<file path="src/lsf_pkg.sv">
// Shared types, constants and helpers for the least-squares line fit unit.
package lsf_pkg;

  localparam int MAX_POINTS = 4096;
  localparam int COORD_BITS = 24;
  localparam int CNT_W      = 13;
  localparam int SX_W       = 36;
  localparam int SXX_W      = 59;
  localparam int SXY_W      = 60;
  localparam int PROD_W     = 48;
  localparam int SW         = 100;
  localparam int WW         = 176;
  localparam int FIFO_DEPTH = 2;
  localparam int FIFO_AW    = 1;
  localparam int QUO_W      = 48;
  localparam int CORR_QW    = 31;
  localparam int ROOT_W     = 16;
  localparam int BIT_W      = 6;
  localparam int FRAC_SH    = 16;
  localparam int CORR_SH    = 30;
  localparam int IN_DATA_W  = 48;
  localparam int OUT_DATA_W = 128;
  localparam int OUT_USER_W = 2;

  typedef struct packed {
    logic [CNT_W-1:0]        count;
    logic signed [SX_W-1:0]  sum_x;
    logic [SXX_W-1:0]        sum_xx;
    logic signed [SXY_W-1:0] sum_xy;
    logic signed [SX_W-1:0]  sum_y;
    logic [SXX_W-1:0]        sum_yy;
    logic                    dropped;
  } sums_t;

  typedef struct packed {
    logic             empty;
    logic [FIFO_AW:0] level;
  } fifo_stat_t;

  typedef struct packed {
    logic [QUO_W-1:0]  slope;
    logic [QUO_W-1:0]  intercept;
    logic [ROOT_W-1:0] correlation;
    logic              singular;
    logic              overflowed;
    logic [CNT_W-1:0]  point_count;
  } result_t;

  typedef enum logic [6:0] {
    S_IDLE   = 7'b0000001,
    S_MSTART = 7'b0000010,
    S_MUL    = 7'b0000100,
    S_DSTART = 7'b0001000,
    S_DIV    = 7'b0010000,
    S_SQRT   = 7'b0100000,
    S_OUT    = 7'b1000000
  } state_e;

  typedef enum logic [3:0] {
    STEP_N_SXX   = 4'd0,
    STEP_SX_SX   = 4'd1,
    STEP_N_SXY   = 4'd2,
    STEP_SX_SY   = 4'd3,
    STEP_SY_SXX  = 4'd4,
    STEP_SX_SXY  = 4'd5,
    STEP_N_SYY   = 4'd6,
    STEP_SY_SY   = 4'd7,
    STEP_D_E     = 4'd8,
    STEP_NUM_NUM = 4'd9
  } step_e;

  typedef enum logic [1:0] {
    DOP_SLOPE = 2'd0,
    DOP_ICPT  = 2'd1,
    DOP_CORR  = 2'd2
  } div_op_e;

  function automatic logic [SW-1:0] mag(input logic signed [SW-1:0] v);
    mag = v[SW-1] ? SW'(-v) : SW'(v);
  endfunction

  function automatic logic [QUO_W-1:0] sat_q(input logic [QUO_W-1:0] q, input logic neg,
                                             input logic big);
    logic [QUO_W-1:0] lim;
    logic [QUO_W-1:0] mq;
    lim = neg ? {1'b1, {(QUO_W-1){1'b0}}} : {1'b0, {(QUO_W-1){1'b1}}};
    mq = (big || (q > lim)) ? lim : q;
    sat_q = neg ? QUO_W'(-mq) : mq;
  endfunction

endpackage

</file>
<file path="src/lsf_fifo.sv">
// Short queue of finished point sets between the front and back ends.
module lsf_fifo (
  input  logic                clk_i,
  input  logic                rst_ni,
  input  logic                push_i,
  input  lsf_pkg::sums_t      data_i,
  input  logic                pop_i,
  output lsf_pkg::sums_t      data_o,
  output lsf_pkg::fifo_stat_t stat_o
);

  lsf_pkg::sums_t mem_q [lsf_pkg::FIFO_DEPTH];
  logic [lsf_pkg::FIFO_AW-1:0] wr_q, rd_q;
  logic [lsf_pkg::FIFO_AW:0] level_q;
  logic do_pop;

  assign do_pop = pop_i & (level_q != '0);
  assign data_o = mem_q[rd_q];
  assign stat_o.empty = (level_q == '0);
  assign stat_o.level = level_q;

  always_ff @(posedge clk_i or negedge rst_ni) begin
    if (!rst_ni) begin
      wr_q <= '0;
      rd_q <= '0;
      level_q <= '0;
    end else begin
      if (push_i) begin
        wr_q <= (wr_q == lsf_pkg::FIFO_AW'(lsf_pkg::FIFO_DEPTH-1)) ? '0 : wr_q + 1'b1;
      end
      if (do_pop) begin
        rd_q <= (rd_q == lsf_pkg::FIFO_AW'(lsf_pkg::FIFO_DEPTH-1)) ? '0 : rd_q + 1'b1;
      end
      level_q <= level_q + (lsf_pkg::FIFO_AW+1)'(push_i) - (lsf_pkg::FIFO_AW+1)'(do_pop);
    end
  end

  always_ff @(posedge clk_i) begin
    if (push_i) begin
      mem_q[wr_q] <= data_i;
    end
  end

endmodule

</file>
<file path="config.mk">
export PLATFORM = sky130hd
export DESIGN_NAME = lsf_fifo
export DESIGN_NICKNAME = d
export VERILOG_FILES = /design/src/lsf_pkg.sv /design/src/lsf_fifo.sv
export SDC_FILE = /design/constraint.sdc
export NUM_CORES = 1
export LEC_CHECK = 0
export BUFFER_PORTS_ARGS = -buffer_cell sky130_fd_sc_hd__buf_2
export CELL_PAD_IN_SITES_DETAIL_PLACEMENT = 1
export CELL_PAD_IN_SITES_GLOBAL_PLACEMENT = 1
export CORE_ASPECT_RATIO = 0.8
export CORE_MARGIN = 2
export CORE_UTILIZATION = 40
export CTS_CLUSTER_SIZE = 10
export DETAILED_ROUTE_END_ITERATION = 12
export GPL_ROUTABILITY_DRIVEN = 0
export GPL_TIMING_DRIVEN = 0
export PLACE_DENSITY_LB_ADDON = 0.1
export SYNTH_ARGS = -nofsm -noshare
export SYNTH_HDL_FRONTEND = slang
export SYNTH_SLANG_ARGS = --single-unit
</file>
<file path="constraint.sdc">
create_clock -name clk_i -period 11.8 [get_ports clk_i]
set_clock_uncertainty 0.15 [all_clocks]
set_input_delay 0.59 -clock clk_i [delete_from_list [all_inputs] [get_ports clk_i]]
set_output_delay 0.59 -clock clk_i [all_outputs]
set_load 0.005 [all_outputs]
</file>
==> results_dict.tcl <==
set metrics [dict create \
    cts_sinks 532 \
    postRouteAntennaNets 0 \
    cts_tree "done" \
    start_util_pct 40.3 \
    wl_per_cell_um 22.3 \
    die_w_um 250 \
    die_h_um 201 \
    required_ns 11.06 \
    clkPwrFrac_pct 27.1 \
    final_nets 1774 \
    maxCapViolations 0 \
    grt_pass1_vias 11400 \
    combPwrFrac_pct 29.4 \
    startpoint_type "flop" \
    p_seq_share_pct 43.6 \
    p_sw_mw 1.63 \
    fin_area_mm2 0.0253 \
    layout-drive-gt1-share_pct 59.0 \
    worst_slew_pin_slew_ns 0.776 \
    synth_xor_area_share_pct 0.181 \
    drc_errors 0 \
    fin_crit_sh_pct 23.0 \
    io_pins 535 \
    status "complete, no violations" \
    top_layer "met5" \
    synth.avg_cell_area_um2 23.1 \
    die-area_mm2 0.0501 \
    fin_crit_ns 2.71 \
    peakVddDrop_v 0.000125 \
    drt_iter0_drc 479 \
    synth_compound_area_share_pct 0.0388 \
    synth_top_family_by_area "multiplexers" \
    synthSimpleGateAreaFrac_pct 0.0841 \
    netlist_instances 837 \
    wl_met3_um 3870 \
    clock_path_buffers 3 \
    syn_area_mm2 0.0193 \
    post_dp_cell_area_mm2 0.0231 \
    syn-num-nets 1107 \
    cts_buffers 59 \
    num_vias 10300 \
    fmax_mhz 369 \
    hold_viol_final 0 \
    drv_slew 0 \
    clk_pin_slew_ns 0.05 \
    drt-met1-wl_um 18600 \
    vias_per_cell 4.73 \
    rows 72 \
    cts-root-buf "clkbuf_16" \
    p_total_mw 5.92 \
    max-slew-margin-rel_pct 48.3 \
    area_growth_pct 31.1 \
    ys_seq_area_share_pct 82.5 \
    reg2reg_depth 5 \
    cts.repair.resized 0 \
    gr-total-overflow 0 \
    ys_ff_latch 532 \
    p_per_area_mw_per_mm2 234 \
    p_int_mw 4.29 \
    worstPathMaxFanout 10 \
    criticalPathCategory "reg -> out" \
    wl_met2_um 24900 \
    hold_path_class "in -> reg" \
    swShare_pct 27.6 \
    rsz0062_at_grt "false" \
    first_pass_iters 4 \
    grt_usage_pct 19.3 \
    setup_viol 0 \
    p_leak_nw 9.53 \
    antenna_found_initial 18 \
    clock_latency_ns 0.58 \
    cts_htree_levels 2 \
    yosysWarningCount 0 \
    utilization_pct 52.8 \
    cp-end-kind "output port" \
    core_mm2 0.0480 \
    port_buffers 534 \
    hold_depth 1 \
    dpl.hpwl_um 34700 \
    yosys-mux-area-fraction_pct 15.4 \
    grt_pass1_wl_um 71800 \
    crit_arrival_ns 1.97 \
    grt_max_degree 59 \
    synthDistinctLibCells 13 \
    synthAdderAreaFrac_pct 0.129 \
    drt_wl_total_um 48500 \
]
-- state kept, by name, indices dropped and copies added (netlist names) --
register  cells
rd_q          1
mem_q       528
level_q       2
wr_q          1
-- cells in the final DEF, fill, tap and decap left out --
master         synthesis  final
edfxtp_1             528    528
buf_16                 0      4
ha_1                   2      2
clkinv_1               0      1
nor2b_4                0      1
xnor2_1                2      2
diode_2                0     12
clkbuf_1               0     25
nor2_1                 1      1
and2_4                 0      1
buf_12                 0      9
clkinv_2               0      1
inv_1                  2      2
mux2_2               264    264
buf_6                 28     28
clkbuf_16              0     61
o21a_1                 1      1
dfrtp_1                4      4
xor2_1                 2      2
buf_2                  1    535
dlygate4sd3_1          0     59
-- worst max-delay path: stages, from the launching register on --
cell,delay (ns)
dfrtp_1,0.43
buf_6,0.24
buf_6,0.19
mux2_2,0.35
buf_2,0.17
-- cell families (layout without fill, tap and decap cells) --
group	Yosys count	in the layout
AO/OA/AOI/OAI	1	1
multiplexers	264	264
adder cells (fa/ha/maj)	2	2
AND/OR/NAND/NOR	3	3
XOR/XNOR	4	4
flip-flops	532	532
other	0	12
buffers and inverters	31	725
-- cells in the mapped netlist, drive strengths merged --
cell type    n  area [um2]
and2         1        6.26
buf         29         320
dfrtp        4         100
edfxtp     528       15900
ha           2        25.0
inv          2        7.51
mux2       264        2970
nor2         1        3.75
nor2b        1        6.26
o21a         1        7.51
xnor2        2        17.5
xor2         2        17.5
-- final cells by class --
cell class                      count  area (um2)
Clock inverter                      2        8.76
Multi-Input combinational cell    274        3070
Buffer                             29         320
Tap cell                          629         787
Timing Repair Buffer              606        3550
Antenna cell                       12        30.0
Inverter                            2        7.51
Fill cell                        4491       22700
Sequential cell                   532       16000
Clock buffer                       86        1620
-- path summary, 6_finish.rpt --
| kind | start | endpoint | slack (ns) |
|---|---|---|---|
| min | data_i[161] | mem_q[0][161] | 0.04 |
| max | rd_q | data_o[93] | 9.09 |
| max reg2reg | wr_q | mem_q[0][62] | 9.31 |
| min in group asynchronous | rst_ni | level_q[0] | 0.23 |
| min reg2reg | wr_q | wr_q | 0.41 |
| max in group asynchronous | rst_ni | level_q[1] | 11.14 |
-- power by group through the flow --
stage	Combinational (mW)	Sequential (mW)	Clock (mW)
finish	1.74	2.58	1.60
detailed placement	1.76	2.62	0
global route	1.88	2.61	1.72
floorplan	0.938	2.70	0
global placement	1.69	2.79	0
CTS	1.79	2.58	1.65
-- metal layers --
metal  GRT usage (%)  vias to the layer above
met5               0                        -
met4            5.77                       12
met3            7.22                       75
met2            32.9                      322
met1            22.8                     5174
li1                -                     4688
-- repair_timing --
action	in CTS	in global routing
hold buffers	59	0
hold endpoints to repair	110	0
setup buffers	0	0
-- metrics by stage --
stage | std cells | hold slack [ns] | setup slack [ns] | setup TNS [ns]
2_1_floorplan | 837 | 0.144 | 3.75 | 0
3_3_place_gp | 2000 | 0.253 | -0.970 | -249.15
3_5_place_dp | 2013 | 0.263 | 8.91 | 0
4_1_cts | 2160 | 0.000116 | 8.99 | 0
5_1_grt | 2164 | 0.000826 | 8.95 | 0
6_report | 2172 | 0.0404 | 9.09 | 0
Note: power is estimated with default switching activity, not from simulation.
